<file path="src/hw/rtl/rba_pkg.sv">
package rba_pkg;

    // Sizing of the offset queue and the data paths.
    localparam int MAX_BLOCKS = 64;
    localparam int PTR_W      = $clog2(MAX_BLOCKS);
    localparam int CNT_W      = $clog2(MAX_BLOCKS + 1);
    localparam int ADDR_BITS  = 32;
    localparam int SIZE_W     = 32;
    localparam int ALIGN_W    = 5;
    localparam int CFG_IDX_W  = 4;
    localparam int CFG_DATA_W = 32;

    // Configuration register indexes.
    localparam logic [CFG_IDX_W-1:0] CFG_HEAP_BYTES = 4'd0;
    localparam logic [CFG_IDX_W-1:0] CFG_ALIGN_LOG2 = 4'd1;

    // Configuration reset values.
    localparam logic [SIZE_W-1:0]  HEAP_RESET  = 32'd65536;
    localparam logic [ALIGN_W-1:0] ALIGN_RESET = 5'd8;

    typedef enum logic {
        OP_ALLOC   = 1'b0,
        OP_RELEASE = 1'b1
    } rba_op_t;

    typedef enum logic [2:0] {
        ST_OK        = 3'd0,
        ST_NO_SPACE  = 3'd1,
        ST_TOO_LARGE = 3'd2,
        ST_FULL      = 3'd3,
        ST_EMPTY     = 3'd4
    } rba_status_t;

    typedef enum logic [1:0] {
        S_IDLE,
        S_READ,
        S_EXEC
    } rba_state_t;

    // Request word.
    typedef struct packed {
        rba_op_t             opcode;
        logic [SIZE_W-1:0]   request_size;
    } rba_req_t;

    // Result word.
    typedef struct packed {
        rba_status_t          status;
        logic [ADDR_BITS-1:0] block_offset;
        logic [SIZE_W-1:0]    block_size;
    } rba_rsp_t;

    // Write port of the offset queue memory.
    typedef struct packed {
        logic                 en;
        logic [PTR_W-1:0]     addr;
        logic [ADDR_BITS-1:0] data;
    } rba_wr_t;

endpackage

</file>
<file path="src/hw/rtl/ring_buffer_allocator_unit.sv">
// Ring allocator over one heap, with a queue of up to 64 live block offsets.
//
// Request channel: drive req (opcode, request_size) with start high; the word
// is taken at a rising edge where start is high and busy is low. An allocate
// rounds the size up to a multiple of 2^align_log2 and places it at the running
// free offset, or at offset zero when the tail is short and the space before
// the oldest block fits. A release drops the oldest block and returns its
// offset. Result channel: done pulses for one cycle with the result word
// (status, block_offset, block_size). The receiver cannot hold it off.
// Sequence: the idle state takes the word, the read state reads the oldest
// offset out of the queue memory, and the exec state places or releases and
// writes the memory back; done and the result word are registered from the
// exec state. No new word is accepted until the unit is idle again.
// Configuration: heap_bytes (index 0) and align_log2 (index 1) are written on
// cfg_valid; cfg_ready is always high. Write only while the unit is idle.
// Reset: the queue is emptied, the free offset goes to zero, heap_bytes to
// 65536 and align_log2 to 8. No clearing pass is needed.
module ring_buffer_allocator_unit (
    input  logic                                  clk,
    input  logic                                  rst_n,
    input  logic                                  start,
    input  rba_pkg::rba_req_t                     req,
    output logic                                  busy,
    output logic                                  done,
    output rba_pkg::rba_rsp_t                     result,
    input  logic                                  cfg_valid,
    output logic                                  cfg_ready,
    input  logic [rba_pkg::CFG_IDX_W-1:0]         cfg_index,
    input  logic [rba_pkg::CFG_DATA_W-1:0]        cfg_data
);

    logic [rba_pkg::SIZE_W-1:0]    heap_reg;
    logic [rba_pkg::ALIGN_W-1:0]   align_reg;
    rba_pkg::rba_wr_t              mem_wr;
    logic                          mem_rd_en;
    logic [rba_pkg::PTR_W-1:0]     mem_rd_addr;
    logic [rba_pkg::ADDR_BITS-1:0] mem_rd_data;

    // Configuration registers; writes beyond the list are dropped.
    always_ff @(posedge clk or negedge rst_n)
    begin
        if (!rst_n)
        begin
            heap_reg  <= rba_pkg::HEAP_RESET;
            align_reg <= rba_pkg::ALIGN_RESET;
        end
        else if (cfg_valid)
        begin
            if (cfg_index == rba_pkg::CFG_HEAP_BYTES)
            begin
                heap_reg <= cfg_data[rba_pkg::SIZE_W-1:0];
            end
            else if (cfg_index == rba_pkg::CFG_ALIGN_LOG2)
            begin
                align_reg <= cfg_data[rba_pkg::ALIGN_W-1:0];
            end
        end
    end

    assign cfg_ready = 1'b1;

    rba_core u_core (
        .clk         (clk),
        .rst_n       (rst_n),
        .heap_bytes  (heap_reg),
        .align_log2  (align_reg),
        .start       (start),
        .req         (req),
        .busy        (busy),
        .done        (done),
        .result      (result),
        .mem_wr      (mem_wr),
        .mem_rd_en   (mem_rd_en),
        .mem_rd_addr (mem_rd_addr),
        .mem_rd_data (mem_rd_data)
    );

    rba_fifo_mem u_mem (
        .clk     (clk),
        .wr      (mem_wr),
        .rd_en   (mem_rd_en),
        .rd_addr (mem_rd_addr),
        .rd_data (mem_rd_data)
    );

endmodule

</file>
<file path="src/hw/rtl/rba_fifo_mem.sv">
module rba_fifo_mem (
    input  logic                                 clk,
    input  rba_pkg::rba_wr_t                     wr,
    input  logic                                 rd_en,
    input  logic [rba_pkg::PTR_W-1:0]            rd_addr,
    output logic [rba_pkg::ADDR_BITS-1:0]        rd_data
);

    logic [rba_pkg::ADDR_BITS-1:0] mem [rba_pkg::MAX_BLOCKS];
    logic [rba_pkg::ADDR_BITS-1:0] rd_data_reg;

    // One write port and one registered read port.
    always_ff @(posedge clk)
    begin
        if (wr.en)
        begin
            mem[wr.addr] <= wr.data;
        end
        if (rd_en)
        begin
            rd_data_reg <= mem[rd_addr];
        end
    end

    assign rd_data = rd_data_reg;

endmodule

</file>
<file path="src/hw/rtl/rba_core.sv">
module rba_core (
    input  logic                                 clk,
    input  logic                                 rst_n,
    input  logic [rba_pkg::SIZE_W-1:0]           heap_bytes,
    input  logic [rba_pkg::ALIGN_W-1:0]          align_log2,
    input  logic                                 start,
    input  rba_pkg::rba_req_t                    req,
    output logic                                 busy,
    output logic                                 done,
    output rba_pkg::rba_rsp_t                    result,
    output rba_pkg::rba_wr_t                     mem_wr,
    output logic                                 mem_rd_en,
    output logic [rba_pkg::PTR_W-1:0]            mem_rd_addr,
    input  logic [rba_pkg::ADDR_BITS-1:0]        mem_rd_data
);

    localparam int SW = rba_pkg::SIZE_W;
    localparam int AW = rba_pkg::ADDR_BITS;
    localparam int PW = rba_pkg::PTR_W;
    localparam int CW = rba_pkg::CNT_W;

    rba_pkg::rba_state_t state_reg, state_next;

    logic [PW-1:0] head_reg, head_next;
    logic [PW-1:0] tail_reg, tail_next;
    logic [CW-1:0] live_reg, live_next;
    logic [AW-1:0] free_reg, free_next;
    logic          done_reg, done_next;

    rba_pkg::rba_req_t req_reg;
    logic [SW-1:0]     asize_reg, asize_next;
    logic              large_reg, large_next;
    rba_pkg::rba_rsp_t result_reg, result_next;

    logic [SW:0]   align_mask;
    logic [SW:0]   size_sum;
    logic [SW:0]   size_aligned;
    logic [AW-1:0] oldest;
    logic [AW-1:0] gap;
    logic [SW-1:0] tail_room;
    logic [AW-1:0] place;
    logic          fits;

    function automatic logic [PW-1:0] ring_next(input logic [PW-1:0] i);
        return (i == PW'(rba_pkg::MAX_BLOCKS - 1)) ? '0 : i + 1'b1;
    endfunction

    // Sequencer: read the oldest entry, then place or release.
    always_comb
    begin
        state_next = state_reg;
        unique case (state_reg)
            rba_pkg::S_IDLE: if (start) state_next = rba_pkg::S_READ;
            rba_pkg::S_READ: state_next = rba_pkg::S_EXEC;
            rba_pkg::S_EXEC: state_next = rba_pkg::S_IDLE;
            default:         state_next = rba_pkg::S_IDLE;
        endcase
    end

    always_comb
    begin
        busy      = 1'b1;
        mem_rd_en = 1'b0;
        unique case (state_reg)
            rba_pkg::S_IDLE: busy = 1'b0;
            rba_pkg::S_READ: mem_rd_en = 1'b1;
            rba_pkg::S_EXEC: busy = 1'b1;
            default:         busy = 1'b1;
        endcase
    end

    assign mem_rd_addr = head_reg;

    // Size rounding during the memory read cycle.
    always_comb
    begin
        align_mask   = ~({(SW + 1){1'b1}} << align_log2);
        size_sum     = {1'b0, req_reg.request_size} + align_mask;
        size_aligned = size_sum & ~align_mask;
        large_next   = size_aligned > {1'b0, heap_bytes};
        asize_next   = size_aligned[SW-1:0];
    end

    // Placement and release once the oldest offset is back from memory.
    always_comb
    begin
        oldest    = mem_rd_data;
        gap       = oldest - free_reg;
        tail_room = (free_reg > heap_bytes) ? '0 : heap_bytes - free_reg;
        place     = free_reg;
        fits      = 1'b0;

        head_next   = head_reg;
        tail_next   = tail_reg;
        live_next   = live_reg;
        free_next   = free_reg;
        done_next   = 1'b0;
        mem_wr      = '0;
        result_next = '0;
        result_next.status = rba_pkg::ST_OK;

        if (state_reg == rba_pkg::S_EXEC)
        begin
            done_next = 1'b1;
            if (req_reg.opcode == rba_pkg::OP_ALLOC)
            begin
                if (large_reg)
                begin
                    result_next.status = rba_pkg::ST_TOO_LARGE;
                end
                else if (live_reg >= CW'(rba_pkg::MAX_BLOCKS))
                begin
                    result_next.status = rba_pkg::ST_FULL;
                end
                else
                begin
                    fits = 1'b1;
                    if (live_reg != '0)
                    begin
                        if (oldest >= free_reg)
                        begin
                            fits = gap >= asize_reg;
                        end
                        else if (tail_room < asize_reg)
                        begin
                            if (oldest >= asize_reg)
                            begin
                                place = '0;
                            end
                            else
                            begin
                                fits = 1'b0;
                            end
                        end
                    end
                    if (fits)
                    begin
                        mem_wr.en   = 1'b1;
                        mem_wr.addr = tail_reg;
                        mem_wr.data = place;
                        tail_next   = ring_next(tail_reg);
                        live_next   = live_reg + 1'b1;
                        free_next   = place + asize_reg;
                        result_next.block_offset = place;
                        result_next.block_size   = asize_reg;
                    end
                    else
                    begin
                        result_next.status = rba_pkg::ST_NO_SPACE;
                    end
                end
            end
            else
            begin
                if (live_reg == '0)
                begin
                    result_next.status = rba_pkg::ST_EMPTY;
                end
                else
                begin
                    result_next.block_offset = oldest;
                    head_next = ring_next(head_reg);
                    live_next = live_reg - 1'b1;
                    if (live_reg == CW'(1))
                    begin
                        free_next = '0;
                    end
                end
            end
        end
    end

    // Control state.
    always_ff @(posedge clk or negedge rst_n)
    begin
        if (!rst_n)
        begin
            state_reg <= rba_pkg::S_IDLE;
            head_reg  <= '0;
            tail_reg  <= '0;
            live_reg  <= '0;
            free_reg  <= '0;
            done_reg  <= 1'b0;
        end
        else
        begin
            state_reg <= state_next;
            head_reg  <= head_next;
            tail_reg  <= tail_next;
            live_reg  <= live_next;
            free_reg  <= free_next;
            done_reg  <= done_next;
        end
    end

    // Payload registers.
    always_ff @(posedge clk)
    begin
        if (state_reg == rba_pkg::S_IDLE && start)
        begin
            req_reg <= req;
        end
        if (state_reg == rba_pkg::S_READ)
        begin
            asize_reg <= asize_next;
            large_reg <= large_next;
        end
        if (state_reg == rba_pkg::S_EXEC)
        begin
            result_reg <= result_next;
        end
    end

    assign done   = done_reg;
    assign result = result_reg;

endmodule

</file>
<file path="config.mk">
export PLATFORM = sky130hd
export DESIGN_NAME = ring_buffer_allocator_unit
export DESIGN_NICKNAME = d
export VERILOG_FILES = /design/src/hw/rtl/rba_pkg.sv /design/src/hw/rtl/ring_buffer_allocator_unit.sv /design/src/hw/rtl/rba_fifo_mem.sv /design/src/hw/rtl/rba_core.sv
export SDC_FILE = /design/constraint.sdc
export NUM_CORES = 2
export LEC_CHECK = 0
export BUFFER_PORTS_ARGS = -buffer_cell sky130_fd_sc_hd__buf_2
export CORE_MARGIN = 2
export CORE_UTILIZATION = 45
export DETAILED_ROUTE_END_ITERATION = 12
export GPL_ROUTABILITY_DRIVEN = 1
export PLACE_DENSITY = 0.56
export SLEW_MARGIN = 20
export SYNTH_ARGS = -nofsm -noshare
export SYNTH_HDL_FRONTEND = slang
export SYNTH_SLANG_ARGS = --single-unit
export TNS_END_PERCENT = 5
</file>
<file path="constraint.sdc">
create_clock -name clk -period 10.05 [get_ports clk]
set_input_delay 2.01 -clock clk [delete_from_list [all_inputs] [get_ports clk]]
set_output_delay 2.01 -clock clk [all_outputs]
set_load 0.05 [all_outputs]
</file>
==> impl_metrics.ini <==
[outcome]
status = completed

[synth]
synth_compound_area_share_pct = 3.92
synthXorXnorAreaFrac_pct = 0.947
synthSimpleGateAreaFrac_pct = 3.38
syn_area_sq_um = 97200
avgSynthCellArea_sq_um = 19.3
syn_inst = 5025
synth_top_family_by_area = multiplexers
synth_edf_count = 2213
yosysSeqAreaShare_pct = 70.7
synthesis.nets = 5367
synthDistinctLibCells = 88
ys_seq_elements = 2304
async_reset_ff_share_pct = 3.95
synth_flop_cell = edfxtp_1
synth_fa_ha_area_share_pct = 3.50
muxShareOfSynthArea_pct = 16.0
yosysWarnings = 0

[routing]
first_pass_iters = 5
wl_per_cell_microns = 29.7
routed_via_density = 5.97
wl_microns = 248000
drc_errors = 0
vias = 50000
drtIter0Drc = 4851
ant_nets = 0

[power]
max-vdd-ir-drop_mv = 0.238
p_leak_nw = 39.0
power.density_nw_per_um2 = 253

[critical_path]
slowest_stage = o21ai_0
worst_path_most_repeated_cell = ha_1
critPathMaxStageDelay_ns = 0.57
r2r-start = u_core.free_reg[0]$_DFFE_PN0P_
reg2regPathDepth = 33
critPathCaptureType = flip-flop
cp_max_fo = 31
r2r_end = u_core.free_reg[28]$_DFFE_PN0P_
crit_required_ns = 10.75
startpoint_type = flip-flop
rrSetupSlack_ns = 1.19
critPathArrivalTime_ns = 9.56
crit_type = reg2reg

[global_routing]
use_met2_pct = 37.3
grt_start_max_net_pins = 132
grt.busiest_layer = met2
antenna_found_initial = 13
grtUsageMet1_pct = 32.3
grt_pass1_vias = 50900
grt_usage_pct = 22.7
grt_pass1_wl_microns = 359000
grt-ovfl-total = 0
use_met3_pct = 2.94

[floorplanning]
fp.dieW_microns = 469
coreArea_sq_um = 215000
rows = 170
die_area_sq_um = 220000
die-height_microns = 469
ios = 143
start_util_pct = 45.3

[sta]
setup_viol = 0
maxSlewHeadroom_pct = 27.5
tightestPinTransition_ns = 1.08
rsz0062_at_grt = false
finalCritPeriodShare_pct = 88.1
layout_min_cycle_time_ns = 8.86
drv_slew = 0
fin_skew_ns = 0.0513
setup-tns-final_ns = 0
finalHoldViolations = 0
max_freq_mhz = 113

[finish]
area_delta_synth_final_pct = 13.0
largest_reg_flops = 2048
instances_no_fill = 8374
nets = 5680
drive_gt1_share_pct = 26.1

[clock_tree]
h-tree-depth = 4
ctsHoldBuffers = 0
cts_setup_buffers = 0
clk_pin_slew_ns = 0.07
clock_sinks = 2304
cts-resized-gates = 0
clock_path_buffers = 3
clk_latency_ns = 0.88
cts_buffers = 233
cts_tree = built
root_buffer = clkbuf_16

[worst_hold_path]
holdPathEnd = u_core.live_reg[5]$_DFFE_PN0P_
hold_start = u_core.live_reg[5]$_DFFE_PN0P_
hp-class = reg2reg
hold_depth = 1

[placed_design]
hpwlAfterDp_microns = 153000
dp_cells = 7940
place_congestion = 0.889
portBuffers = 141

[flow_run]
max-cap-violations = 0
[through the flow]
| step | util (%) | setup WS (ns) | instance area (sq um) | total power, mW | hold slack, ns |
|---|---|---|---|---|---|
| after global routing | 51.2 | 0.511 | 110000 | 29.1 | 0.523 |
| after floorplan | - | 1.69 | 97200 | 17.1 | 0.432 |
| after CTS | 51.1 | 1.13 | 110000 | 28.1 | 0.503 |
| after global placement | 47.7 | 1.33 | 102000 | 19.6 | 0.481 |
| after detailed placement | 47.7 | 1.24 | 102000 | 19.7 | 0.489 |
| final | 51.2 | 1.19 | 110000 | 27.8 | 0.506 |
[where the power goes]
| group | internal, mW | leakage, nW | switching [mW] |
|---|---|---|---|
| clock | 4.76 | 3.56 | 3.62 |
| sequential | 10.8 | 23.9 | 0.336 |
| combinational | 3.48 | 11.5 | 4.87 |
| total | 19.0 | 39.0 | 8.83 |
[worst max-delay path by stage]
stage,endpoint,start,cells after the start
finish,u_core.free_reg[28]$_DFFE_PN0P_,u_core.free_reg[0]$_DFFE_PN0P_,33
detailed placement,u_core.free_reg[28]$_DFFE_PN0P_,u_core.free_reg[0]$_DFFE_PN0P_,33
floorplan,u_mem.mem[31][0]$_DFFE_PP_,u_core.state_reg[0]$_DFFE_PN0P_,5
CTS,u_core.free_reg[28]$_DFFE_PN0P_,u_core.free_reg[0]$_DFFE_PN0P_,33
global route,u_core.free_reg[26]$_DFFE_PN0P_,u_core.free_reg[0]$_DFFE_PN0P_,33
global placement,u_core.free_reg[28]$_DFFE_PN0P_,heap_reg[0]$_DFFE_PN0P_,34
[layout by cell type (no fill, tap or decap), types with 13 or more instances in the layout]
cell | synthesis | routed
inv_1 | 171 | 171
a21o_1 | 87 | 87
mux4_2 | 672 | 672
a211oi_1 | 19 | 19
and3_2 | 0 | 13
xor2_1 | 54 | 54
buf_4 | 4 | 146
nor2_1 | 204 | 155
nor3_1 | 88 | 63
nand3_1 | 41 | 41
nand4_1 | 34 | 34
clkbuf_16 | 0 | 236
a21oi_1 | 137 | 136
clkinv_1 | 0 | 54
nand2b_1 | 24 | 24
mux2_2 | 31 | 31
nor2_4 | 0 | 49
and3_1 | 30 | 17
nand2_1 | 169 | 169
o21ai_0 | 116 | 116
a31oi_1 | 16 | 16
nor2b_1 | 27 | 22
and2_1 | 16 | 16
dfrtp_1 | 89 | 83
clkinv_2 | 0 | 30
bufinv_16 | 0 | 17
ha_1 | 265 | 265
buf_2 | 8 | 140
o21bai_1 | 21 | 21
nor3_2 | 0 | 25
o21a_1 | 27 | 27
a32o_1 | 34 | 34
edfxtp_1 | 2213 | 2213
clkbuf_1 | 147 | 64
o211ai_1 | 15 | 15
xnor2_1 | 51 | 51
[layer usage]
layer	up-vias	routed length, microns
li1	21300	-
met1	26800	109000
met2	1584	121000
met3	322	13100
met4	0	5480
met5	-	0
[logic make-up (layout without fill, tap and decap cells)]
family | count (synthesis) | count (layout)
flip-flops | 2304 | 2304
multiplexers | 706 | 706
AND/OR/NAND/NOR | 687 | 687
AO/OA/AOI/OAI | 564 | 564
buffers and inverters | 389 | 894
adder cells (fa/ha/maj) | 269 | 269
XOR/XNOR | 105 | 105
other | 1 | 7
[Yosys cell counts (all sizes together), types with 5 or more instances]
cell type | n | area share [%]
a32o | 34 | 0.35
o211ai | 16 | 0.14
xor2 | 54 | 0.49
a31oi | 16 | 0.10
nor3b | 5 | 0.054
nor2 | 205 | 0.79
and4 | 7 | 0.063
xnor2 | 51 | 0.46
edfxtp | 2213 | 68
a211o | 5 | 0.045
nor3 | 88 | 0.45
a21o | 88 | 0.68
nand2 | 170 | 0.66
clkbuf | 148 | 0.57
or3 | 10 | 0.064
nand3 | 41 | 0.21
nand2b | 24 | 0.15
and3 | 31 | 0.20
a2111oi | 6 | 0.054
buf | 70 | 0.30
nand4 | 34 | 0.22
and2 | 17 | 0.11
and3b | 5 | 0.045
mux2 | 32 | 0.37
inv | 171 | 0.66
a31o | 10 | 0.090
dfrtp | 89 | 2.3
mux4 | 672 | 16
o22ai | 8 | 0.052
o21bai | 21 | 0.16
nor4 | 6 | 0.039
or2 | 6 | 0.039
ha | 265 | 3.4
a21boi | 6 | 0.046
a211oi | 21 | 0.18
nor2b | 27 | 0.17
a21oi | 138 | 0.72
o21ai | 117 | 0.60
o21a | 27 | 0.21
[critical path, delay by kind of cell, from the launching register on]
| kind | cells | cell delay [ns] |
|---|---|---|
| flip-flops | 1 | 0.44 |
| adder cells (fa/ha/maj) | 5 | 1.58 |
| AND/OR/NAND/NOR | 7 | 1.57 |
| AO/OA/AOI/OAI | 17 | 4.41 |
| buffers and inverters | 3 | 0.44 |
| XOR/XNOR | 1 | 0.16 |
[layout make-up]
type | count | area [sq um]
multi-input cells | 2332 | 27500
fillers | 17100 | 105000
flip-flops and latches | 2304 | 68800
well taps | 2838 | 3550
diodes | 6 | 15.0
clock inverters | 123 | 1130
inverters | 171 | 642
repair buffers | 296 | 2000
clock buffers | 304 | 6200
Power figures use the tool's default switching activity.
